--- src/rtl/urm_pkg.sv ---
// shared types and constants for the ultrasonic range meter
// no dependencies
`default_nettype none

package urm_pkg;

  localparam int CNT_W  = 16;
  localparam int CMP_W  = (CNT_W > 16) ? CNT_W : 16;
  localparam int FRAC_W = 16;
  localparam int DIST_W = 12;
  localparam int ACC_W  = ((CNT_W + 17) > (FRAC_W + DIST_W + 1)) ?
                          (CNT_W + 17) : (FRAC_W + DIST_W + 1);
  localparam int HI_W   = ACC_W - FRAC_W;
  localparam int DIST_MAX = 4095;

  localparam int ADDR_W = 5;
  localparam int IDX_W  = 3;
  localparam int DATA_W = 32;

  localparam logic [IDX_W-1:0] REG_TIMEOUT = 3'd0;
  localparam logic [IDX_W-1:0] REG_TRIGGER = 3'd1;
  localparam logic [IDX_W-1:0] REG_SETTLE  = 3'd2;
  localparam logic [IDX_W-1:0] REG_SCALE   = 3'd3;
  localparam logic [IDX_W-1:0] REG_OFFSET  = 3'd4;

  localparam logic [15:0] TIMEOUT_RST = 16'd30000;
  localparam logic [7:0]  TRIGGER_RST = 8'd10;
  localparam logic [7:0]  SETTLE_RST  = 8'd2;
  localparam logic [15:0] SCALE_RST   = 16'd2486;
  localparam logic [19:0] OFFSET_RST  = 20'd163840;

  localparam logic [CNT_W-1:0] CNT_MAX = {CNT_W{1'b1}};

  typedef logic [CNT_W-1:0] cnt_t;

  typedef enum logic [4:0] {
    PH_IDLE   = 5'b00001,
    PH_SETTLE = 5'b00010,
    PH_TRIG   = 5'b00100,
    PH_RISE   = 5'b01000,
    PH_FALL   = 5'b10000
  } phase_t;

endpackage

`default_nettype wire

--- src/rtl/ultrasonic_range_meter.sv ---
// trigger and echo ranging sequencer with apb register port
// depends on urm_pkg
`default_nettype none

// channel  | handshake              | payload
// item     | item_valid, item_ready | kind, echo
// result   | res_valid, res_ready   | trigger, busy_res, done_res, timed_out, range_cm
// config   | psel, penable, pwrite  | paddr, pwdata, prdata (pready tied high)
//
// one word in, one word out; each accepted word is registered in the input stage, then in the result register
// a new word is taken every cycle while the result is not stalled; the per-word state update and the
// width-to-centimeter multiply sit between the input stage and the result register
// rst is synchronous; it restores config, handshake and state registers to their defaults, not payload
// a stalled result holds the input stage, which then holds item_ready low

module ultrasonic_range_meter (
  input  logic                        clk,
  input  logic                        rst,
  input  logic                        item_valid,
  output logic                        item_ready,
  input  logic                        kind,
  input  logic                        echo,
  output logic                        res_valid,
  input  logic                        res_ready,
  output logic                        trigger,
  output logic                        busy_res,
  output logic                        done_res,
  output logic                        timed_out,
  output logic [urm_pkg::DIST_W-1:0]  range_cm,
  input  logic                        psel,
  input  logic                        penable,
  input  logic                        pwrite,
  input  logic [urm_pkg::ADDR_W-1:0]  paddr,
  input  logic [urm_pkg::DATA_W-1:0]  pwdata,
  output logic [urm_pkg::DATA_W-1:0]  prdata,
  output logic                        pready
);
  import urm_pkg::*;

  logic [15:0] timeout_us;
  logic [7:0]  trigger_us;
  logic [7:0]  settle_us;
  logic [15:0] scale_q16;
  logic [19:0] offset_q16;

  logic             s_valid;
  logic             s_kind;
  logic             s_echo;
  logic             advance;

  phase_t           phase, phase_next;
  cnt_t             phase_ticks, ticks_next;
  cnt_t             echo_width, width_next;
  logic [DIST_W-1:0] last_distance, dist_next;
  logic             trig_level, trig_next;
  logic             done_next, tmo_next;

  cnt_t             ticks_inc, width_inc;
  logic             ticks_exp, width_exp;
  logic [ACC_W-1:0] acc;
  logic [HI_W-1:0]  cm_hi;
  logic [DIST_W-1:0] cm;

  logic             wr;
  logic [IDX_W-1:0] idx;

  // config port
  assign pready = 1'b1;
  assign wr     = psel && penable && pwrite;
  assign idx    = paddr[ADDR_W-1:2];

  always_ff @(posedge clk) begin
    if (rst) begin
      timeout_us <= TIMEOUT_RST;
      trigger_us <= TRIGGER_RST;
      settle_us  <= SETTLE_RST;
      scale_q16  <= SCALE_RST;
      offset_q16 <= OFFSET_RST;
    end else if (wr) begin
      case (idx)
        REG_TIMEOUT: timeout_us <= pwdata[15:0];
        REG_TRIGGER: trigger_us <= pwdata[7:0];
        REG_SETTLE:  settle_us  <= pwdata[7:0];
        REG_SCALE:   scale_q16  <= pwdata[15:0];
        REG_OFFSET:  offset_q16 <= pwdata[19:0];
        default: ;
      endcase
    end
  end

  always_comb begin
    case (idx)
      REG_TIMEOUT: prdata = DATA_W'(timeout_us);
      REG_TRIGGER: prdata = DATA_W'(trigger_us);
      REG_SETTLE:  prdata = DATA_W'(settle_us);
      REG_SCALE:   prdata = DATA_W'(scale_q16);
      REG_OFFSET:  prdata = DATA_W'(offset_q16);
      default:     prdata = '0;
    endcase
  end

  // input stage and result register handshake
  assign advance    = s_valid && (!res_valid || res_ready);
  assign item_ready = !s_valid || advance;

  always_ff @(posedge clk) begin
    if (rst) begin
      s_valid <= 1'b0;
    end else if (item_ready) begin
      s_valid <= item_valid;
    end
  end

  always_ff @(posedge clk) begin
    if (item_valid && item_ready) begin
      s_kind <= kind;
      s_echo <= echo;
    end
  end

  always_ff @(posedge clk) begin
    if (rst) begin
      res_valid <= 1'b0;
    end else if (advance) begin
      res_valid <= 1'b1;
    end else if (res_ready) begin
      res_valid <= 1'b0;
    end
  end

  // saturating counters and timeout checks
  assign ticks_inc = (phase_ticks == CNT_MAX) ? CNT_MAX : phase_ticks + cnt_t'(1);
  assign width_inc = (echo_width == CNT_MAX) ? CNT_MAX : echo_width + cnt_t'(1);
  assign ticks_exp = (CMP_W'(ticks_inc) > CMP_W'(timeout_us)) || (ticks_inc == CNT_MAX);
  assign width_exp = (CMP_W'(width_inc) > CMP_W'(timeout_us)) || (width_inc == CNT_MAX);

  // width to centimeters
  assign acc   = ACC_W'(width_inc) * ACC_W'(scale_q16) + ACC_W'(offset_q16);
  assign cm_hi = acc[ACC_W-1:FRAC_W];
  assign cm    = (cm_hi > HI_W'(DIST_MAX)) ? DIST_W'(DIST_MAX) : cm_hi[DIST_W-1:0];

  always_comb begin
    phase_next = phase;
    ticks_next = phase_ticks;
    width_next = echo_width;
    dist_next  = last_distance;
    trig_next  = trig_level;
    done_next  = 1'b0;
    tmo_next   = 1'b0;
    if (s_kind) begin
      if (phase == PH_IDLE) begin
        ticks_next = '0;
        width_next = '0;
        if (settle_us == 8'd0) begin
          phase_next = PH_TRIG;
          trig_next  = 1'b1;
        end else begin
          phase_next = PH_SETTLE;
          trig_next  = 1'b0;
        end
      end
    end else begin
      case (phase)
        PH_IDLE: ;
        PH_SETTLE: begin
          ticks_next = ticks_inc;
          if (CMP_W'(ticks_inc) >= CMP_W'(settle_us)) begin
            phase_next = PH_TRIG;
            ticks_next = '0;
            trig_next  = 1'b1;
          end
        end
        PH_TRIG: begin
          ticks_next = ticks_inc;
          if (CMP_W'(ticks_inc) >= CMP_W'(trigger_us)) begin
            phase_next = PH_RISE;
            ticks_next = '0;
            trig_next  = 1'b0;
          end
        end
        PH_RISE: begin
          if (s_echo) begin
            phase_next = PH_FALL;
            width_next = '0;
          end else begin
            ticks_next = ticks_inc;
            if (ticks_exp) begin
              phase_next = PH_IDLE;
              done_next  = 1'b1;
              tmo_next   = 1'b1;
            end
          end
        end
        PH_FALL: begin
          width_next = width_inc;
          if (!s_echo) begin
            dist_next  = cm;
            phase_next = PH_IDLE;
            done_next  = 1'b1;
          end else if (width_exp) begin
            phase_next = PH_IDLE;
            done_next  = 1'b1;
            tmo_next   = 1'b1;
          end
        end
        default: phase_next = PH_IDLE;
      endcase
    end
  end

  always_ff @(posedge clk) begin
    if (rst) begin
      phase         <= PH_IDLE;
      phase_ticks   <= '0;
      echo_width    <= '0;
      last_distance <= '0;
      trig_level    <= 1'b0;
    end else if (advance) begin
      phase         <= phase_next;
      phase_ticks   <= ticks_next;
      echo_width    <= width_next;
      last_distance <= dist_next;
      trig_level    <= trig_next;
    end
  end

  always_ff @(posedge clk) begin
    if (advance) begin
      trigger   <= trig_next;
      busy_res  <= (phase_next != PH_IDLE);
      done_res  <= done_next;
      timed_out <= tmo_next;
      range_cm  <= dist_next;
    end
  end

endmodule

`default_nettype wire

--- config.mk ---
export PLATFORM = sky130hd
export DESIGN_NAME = ultrasonic_range_meter
export DESIGN_NICKNAME = d
export VERILOG_FILES = /design/src/rtl/urm_pkg.sv /design/src/rtl/ultrasonic_range_meter.sv
export SDC_FILE = /design/constraint.sdc
export NUM_CORES = 1
export LEC_CHECK = 0
export ABC_AREA = 1
export BUFFER_PORTS_ARGS = -buffer_cell sky130_fd_sc_hd__buf_2
export CORE_MARGIN = 5
export CORE_UTILIZATION = 50
export CTS_CLUSTER_SIZE = 10
export DETAILED_ROUTE_END_ITERATION = 7
export PLACE_DENSITY = 0.7
export SLEW_MARGIN = 10
export SYNTH_ARGS = -nofsm -noshare
export SYNTH_HDL_FRONTEND = slang
export SYNTH_SLANG_ARGS = --single-unit
--- constraint.sdc ---
create_clock -name clk -period 6.53 [get_ports clk]
set_input_delay 1.306 -clock clk [delete_from_list [all_inputs] [get_ports clk]]
set_output_delay 1.306 -clock clk [all_outputs]
set_load 0.02 [all_outputs]
==> summary by stage, run 1 <==
Critical path
The nature of the critical path startpoint is a flip-flop. On the critical path, the stage with the largest delay is an instance of fa_2. Of all nets on the critical path, the largest fanout is 6. The worst setup path is captured at a flip-flop. The setup path with the least slack is of type flip-flop to flip-flop. The family with the most delay on the worst path is adder cells. The count of buffering cells on the critical path with inverters included is 12.

The arrival time of data at the critical path endpoint is 7.00 ns. The endpoint required time on the critical path is roughly 6.7 ns. The most frequent cell on the critical path is inv_2. On the worst path, the slowest cell contributes a delay of 0.60 ns.

Clocking
CTS placed an instance of clkbuf_16 at the clock tree root. TritonCTS built the clock tree. The maximum level of the CTS H-tree is 4. The clock tree buffer depth is 2. The count of clock tree sinks is 138.

After clock tree synthesis, the clock-pin slew on the worst setup and hold paths is 0.07 ns. The clock network latency to the later pin of the worst-skew pair is 0.43 ns. Clock tree synthesis inserted a total of 17 buffers. The number of hold buffers added after CTS is 0.

Global routing
The met2 track demand over resource in global routing is 43.9%. The number of antenna violations at the first check in global routing is 1. Global routing consumed, on the met1 layer, 39.6% of the routing resources.

The global-route wire length before repair is 86,900 um. The largest net degree at the start of global routing is 72. In the global route stage, overall resource usage came out at 28.0%. The via count of the first global-routing pass came to 16,700. For this run the aggregate overflow at the end of global routing stands at 0.

The layer flagged by global routing as most heavily used is met2. For met3 alone, demand over resource in global routing was 5.74%.

Routing
The detail-routed net length per standard cell is 17.5 um. The post-detailed-route via-to-cell ratio is approximately 5.4. In this run the remaining antenna-violating nets after routing total 0.

The total via count after detailed routing is 16,700. The initial DRC count is 1,352. The routed design has 54,400 um of wire. In the routed design, unresolved DRC markers number 0. The detailed-router iteration count before antenna repair is 5.

Synth
The basic-gate share of the synthesized area counting and, or, nand and nor cells is 22.5%. The mapped cell area is 17,400 um2. Ranked by total cell area, the synthesized netlist is headed by fa_1 (24%), dfxtp_1 (14%), ha_1 (11%).

The cell type contributing the most total cell area after synthesis is fa_1. The most instantiated flip-flop cell in the synthesis netlist is dfxtp_1. Counting every instance in the synthesized netlist gives 2,384.

In this run the biggest area consumer among cell types represents 24.4% of the synthesized area. The synthesized design contains 138 register bits. The compound-cell area share of the yosys netlist is 10.8%. The yosys synthesis warning count is 0. Of all flip-flops after synthesis, the portion carrying an async set or reset was 0%. Averaged over all synthesized cells, the footprint is 7.32 um2.

Sequential elements use 16.9% of the synthesized area. Summing the areas of all fa, ha and maj instances in the mapped netlist gives 35.8% of the synthesized area. After Yosys synthesis, XOR and XNOR cells account for 0.552% of the synthesized area. The netlist uses 51 different library cells.

Multiplexer cells account for 0% of the synthesized area. The dominant combinational cell family by area after synthesis is adder cells. The number of enable-type register cells in the synthesized netlist is 18.

Cells and area
In the layout the commonest cells are inv_1 (467), nand2_1 (456), buf_4 (218). The number of filler cells placed in the layout is ~3,000. The post-layout net count is 3,054. The area added between synthesis and finish is 22.5%. The number of antenna repair diodes is 0. In the final layout, the share of cells above drive strength 1 is 22.9%. The most frequent standard cell in the layout excluding fill and tap cells is inv_1.

The end-of-flow core utilization is 62.0%.

Power and ir drop
The clock network accounts for 45.1% of the total power. The worst-case IR drop observed on VDD is 0.176 mV. The total power density per cell area is 94.7 nW/um2. Summed over all nets, the switching power comes to 0.000581 W. In this run switching power makes up 28.7% of total power. The design internal power is between 0.001 and 0.0015 W.

The portion of total power attributed to combinational logic is between 10% and 20%. The leakage power of the design is 10.9 nW. The power after layout is 0.00202 W. Per report_power, the sequential group accounts for between 40% and 50% of the total.

Run
The number of maximum-capacitance violations is 0.

Timing
The number of pins exceeding their max-slew limit in the final report is 0. In the final timing run, aggregate negative setup slack is -5.07 ns. The final-report setup violation count is 24. The total count of hold-check failures in the final report was 0.

For this run, the top clock speed supported by timing is about 150 MHz. The worst hold slack across all endpoints is 0.474 ns. In the post-route analysis, the smallest setup slack over all paths is -0.272 ns. Setup repair after global routing could not meet its margin everywhere. Between clock sinks in the finished design, the worst skew comes to 0.0143 ns. In the finished design, the share of the clock period the worst path needs comes to 104%.

The slew at the pin closest to its max-slew limit is around 1.2 ns. The headroom to the max-slew limit is 20.9%. The smallest clock period supported by the final layout is computed as between 6 and 7 ns.

Floorplanning
97 I/O pins were placed. The initial utilization of the core area, before any placement, comes to 50.6%. The initialized floorplan defines 68 standard-cell rows. The core area is 34,500 um2.

The die is 197 um tall. The horizontal extent of the die is just under 200 um. The overall die area is 38,700 um2.

Status
The run finished, with violations left. The checks that failed: setup timing.

Placement
The count of buffers from port buffering is 69. The sum of net half-perimeters after detailed placement is 43,100 um. Routability-driven placement finished with a final weighted congestion of 0.970.

Worst hold path
The worst hold path belongs to the class flip-flop to flip-flop.
repair_timing:
| item | 4_1_cts | 5_1_grt |
|---|---|---|
| resized for setup | 169 | 108 |
| cloned | 2 | 0 |
| endpoints found under the hold margin | 0 | 0 |
| setup endpoints to repair | 24 | 24 |
| pin swaps | 69 | 70 |
| buffers inserted | 32 | 7 |
cell families after synthesis:
family | count (synthesis)
AND/OR/NAND/NOR | 914
buffers and inverters | 607
adder cells (fa/ha/maj) | 371
AO/OA/AOI/OAI | 341
flip-flops | 138
XOR/XNOR | 11
other | 2
synth_stat cells (11+ instances only):
| master | number |
|---|---|
| clkbuf_1 | 62 |
| or2_2 | 14 |
| o211ai_1 | 11 |
| nor3_1 | 18 |
| inv_1 | 503 |
| ha_1 | 158 |
| buf_4 | 15 |
| nor2_1 | 207 |
| o21ai_0 | 112 |
| dfxtp_1 | 120 |
| nand3_1 | 81 |
| fa_1 | 213 |
| a21oi_1 | 165 |
| nand4_1 | 42 |
| nand2_1 | 508 |
| edfxtp_1 | 18 |
area by class of cell:
type                    instances  area, um2  area share (%)
inverters                     519       1960            9.16
flip-flops and latches        138       2960            13.8
clock inverters                13        108           0.503
well taps                     455        569            2.66
clock buffers                  19        433            2.03
repair buffers                311       2280            10.7
multi-input cells            1650      13100            61.1
per-layer routing:
| metal | wire length, um | share of wire [%] |
|---|---|---|
| met3 | 4660 | 8.6 |
| met1 | 23600 | 43 |
| met5 | 11 | 0.020 |
| met4 | 1640 | 3.0 |
| met2 | 24600 | 45 |
power groups by stage:
| stage | clock network, W | registers, W | logic (W) |
|---|---|---|---|
| finish | 0.000912 | 0.000895 | 0.000217 |
| global route | 0.000964 | 0.000897 | 0.000238 |
| CTS | 0.000921 | 0.000896 | 0.000207 |
| detailed placement | 0 | 0.000914 | 0.000200 |
| global placement | 0 | 0.000913 | 0.000196 |
| floorplan | 0 | 0.000916 | 0.000132 |
worst paths after layout:
check / endpoint / slack [ns] / from / depth (start not counted)
worst min register to register: trigger_us[7]$_SDFFE_PP0P_ / 0.47 / trigger_us[7]$_SDFFE_PP0P_ / 2
worst max register to register: range_cm[8]$_DFFE_PP_ / -0.27 / echo_width[0]$_SDFFE_PP0P_ / 35
worst max-delay path: range_cm[8]$_DFFE_PP_ / -0.27 / echo_width[0]$_SDFFE_PP0P_ / 35
worst min-delay path: trigger_us[7]$_SDFFE_PP0P_ / 0.47 / trigger_us[7]$_SDFFE_PP0P_ / 2
worst min-delay path: stages (launching register included):
cell     delay, ns
dfxtp_1       0.31
inv_1         0.06
a21oi_1       0.05
registers in the layout, indices dropped and copies added (netlist names), 5 cells and up:
signal and cells:
offset_q16 20, echo_width 16, phase_ticks 16, scale_q16 16, timeout_us 16, last_distance 12, range_cm 12, settle_us 8
trigger_us 8, phase 5
metrics by stage:
step | cells | area, um2 | setup slack (ns)
6_report | 3105 | 21400 | -0.272
5_1_grt | 3105 | 21400 | -0.516
4_1_cts | 3098 | 21000 | -0.138
3_5_place_dp | 3032 | 19600 | -0.515
3_3_place_gp | 3032 | 19600 | -0.447
2_1_floorplan | 2395 | 17500 | 0.00793
Note: power is estimated with default switching activity, not from simulation.
==> run 2: changes to the inputs <==
--- a/config.mk
+++ b/config.mk
@@ -6,7 +6,7 @@
 export NUM_CORES = 1
 export LEC_CHECK = 0
 export ABC_AREA = 1
-export BUFFER_PORTS_ARGS = -buffer_cell sky130_fd_sc_hd__buf_2
+export BUFFER_PORTS_ARGS = -buffer_cell sky130_fd_sc_hd__buf_4
 export CORE_MARGIN = 5
 export CORE_UTILIZATION = 50
 export CTS_CLUSTER_SIZE = 10
==> summary by stage, run 2 (synthesis gave the netlist of run 1 again) <==
Critical path
The arrival time of data at the critical path endpoint is 6.91 ns. The largest fanout of any net on the critical path is 7. The element type at the critical path end is a flip-flop. The largest stage delay on the critical path is slightly below 0.6 ns. Among all stages on the critical path, the largest delay is contributed by fa_2. The count of buffering cells on the critical path with inverters included is 10. The family with the most delay on the worst path is adder cells. STA classifies the critical path startpoint as a flip-flop.

For the worst setup path, the data required time is 6.73 ns. The critical path class is flip-flop to flip-flop.

Cells and area
The register area is 2960 um2. The multi-input combinational cell area is 13,100 um2. The repair_antennas step left the layout with diodes totalling 0. The library cell used most frequently in the layout, excluding fill and tap cells, is inv_1. The top cell types in the final layout, fill and taps aside, are inv_1 (472), nand2_1 (455), buf_4 (283). The proportion of layout cells with a drive suffix above 1 is between 20% and 30%. Relative to the synthesized area, the layout overhead comes to 24.1%.

The net count of the finished layout is 3,053. The register with the most flip-flops in the layout has 20 of them. The layout has 3,028 filler cells. The register with the highest flop count is offset_q16.

Floorplanning
For this configuration, the core starts out at a cell density of 50.6%. The height of the die is 197 um. The core region is 34,500 um2. The horizontal extent of the die is 197 um. Pin placement for this block handled 97 I/O pins. The floorplan has 68 rows. The overall die area is 38,700 um2.

Routing
The total met3 wirelength after detailed routing is 4640 um. The length of routed wiring on met1 is 23,600 um. Dividing the detail-routed wire length by the instance count gives 17.7 um.

In the routed design, unresolved DRC markers number 0. Dividing the detail-routed via count by the number of cells gives approximately 5.4. The final layout contains routed wiring with a total length of 55,000 um. The total via count after detailed routing is 16,800.

For this block, the initial DRC count from the detailed router was 1,679. Wire segments on met2 add up to 24,900 um in the final route. The highest signal layer in the routed design is met4. For this run, the detailed router's first-pass iteration total came to 7.

Once detail routing completed, the nets flagged for antenna violations numbered 0.

Clocking
The clock transition at the registers of the reported paths is approximately 0.070 ns. The count of clock tree sinks is between 100 and 150. CTS placed an instance of clkbuf_16 at the clock tree root.

Counting the buffers created by CTS gives 17. The maximum level of the CTS H-tree is 4. TritonCTS built the clock tree.

The clock passes through at most 2 buffers. At the later pin of the worst-skew pair, clock insertion delay measures 0.44 ns.

Global routing
The via count of the first global-routing pass came to 16,900. The total routing resource utilization after global routing is between 20% and 30%. The global-route wire length before repair is 87,600 um.

The largest net degree at the start of global routing is 72. Summed over all layers, the global routing overflow is 0. The number of antenna violations at the first check in global routing is 0.

Timing
The final period utilization is 103%. The worst hold slack across all endpoints is 0.463 ns. The clock period minus final worst setup slack is 6.71 ns. The setup TNS is -2.69 ns. Measured against its own limit, the worst slew margin works out to 27.7%. The achievable clock frequency is 149 MHz. Setup violations remaining at the end of the flow were counted as 24.

The setup slack after layout is -0.181 ns. The slew at the pin closest to its max-slew limit is 1.08 ns. The total count of hold-check failures in the final report is 0. Clock skew on the completed layout was measured at 0.0115 ns.

The number of pins exceeding their max-slew limit in the final report is 0. Setup repair after global routing could not meet its margin everywhere.

Run
Across the run, the number of max-cap violations was 0.

Power and ir drop
The worst IR drop on VDD is 0.179 mV. The analysis attributes to cell leakage a power of 11.0 nW. The total power density per cell area is roughly 98 nW/um2.

Placement
The count of buffers from port buffering is 69. The sum of net half-perimeters after detailed placement is around 43,000 um. The final weighted congestion in routability-driven placement is 0.988.

Worst hold path
The tightest min-delay check is of the flip-flop to flip-flop type.

Status
The checks that failed: setup timing. The flow ran to the end, but the final reports show violations.
==> run 2: cell types whose count changed in the layout (fill, tap and decap cells not counted), moves of 5 or more <==
| cell | before | now |
|---|---|---|
| buf_4 | 218 | 283 |
| inv_1 | 467 | 472 |
| inv_2 | 41 | 36 |
| buf_2 | 69 | 0 |
| nand3_2 | 20 | 15 |
| nand3_1 | 61 | 69 |
==> run 2: layout make-up <==
type	instances	area share, %
clock buffers	18	2.03
clock inverters	14	0.693
inverters	519	9.05
multi-input cells	1650	60.5
flip-flops and latches	138	13.7
well taps	455	2.63
repair buffers	310	11.4
==> run 2: repair_timing <==
| item | in CTS | in global routing |
|---|---|---|
| setup endpoints to repair | 24 | 24 |
| gates cloned | 2 | 0 |
| resized for setup | 218 | 62 |
| pin swaps | 100 | 30 |
| hold buffers | 0 | 0 |
| buffers inserted | 32 | 9 |
==> run 2: through the flow <==
stage / utilization (%) / instances / total power [W] / area (um2) / setup slack, ns
global route: 62.9 / 3104 / 0.00219 / 21700 / -0.401
global placement: 57.2 / 3029 / 0.00112 / 19700 / -0.494
finish: 62.9 / 3104 / 0.00212 / 21700 / -0.181
detailed placement: 57.2 / 3029 / 0.00113 / 19700 / -0.522
floorplan: - / 2395 / 0.00105 / 17500 / 0.00793
CTS: 62.0 / 3095 / 0.00211 / 21400 / -0.0218
==> run 2: final timing paths <==
check	startpoint	slack, ns	cells past startpoint	to
worst max-delay path	echo_width[1]$_SDFFE_PP0P_	-0.18	33	range_cm[2]$_DFFE_PP_
worst min-delay path	scale_q16[13]$_SDFFE_PP0P_	0.46	2	scale_q16[13]$_SDFFE_PP0P_
worst max register to register	echo_width[1]$_SDFFE_PP0P_	-0.18	33	range_cm[2]$_DFFE_PP_
worst min register to register	scale_q16[13]$_SDFFE_PP0P_	0.46	2	scale_q16[13]$_SDFFE_PP0P_
==> run 2: routing by layer <==
| layer | global-route usage (%) | up-vias |
|---|---|---|
| met2 | 44.2 | 752 |
| met3 | 4.99 | 122 |
| li1 | - | 7886 |
| met4 | 9.42 | 0 |
| met1 | 39.8 | 8065 |
| met5 | 0 | - |
==> run 2: where the power goes <==
part           internal, W  switching [W]
sequential        0.000880      0.0000142
combinational    0.0000774       0.000150
clock             0.000551       0.000446
total              0.00151       0.000610
==> run 2: worst reg2reg max path: cells and delay by family (launching register included) <==
family	cells	cell delay, ns
flops	1	0.36
buf+inv	10	1.07
simple gates	15	1.57
fa+ha+maj	8	3.45
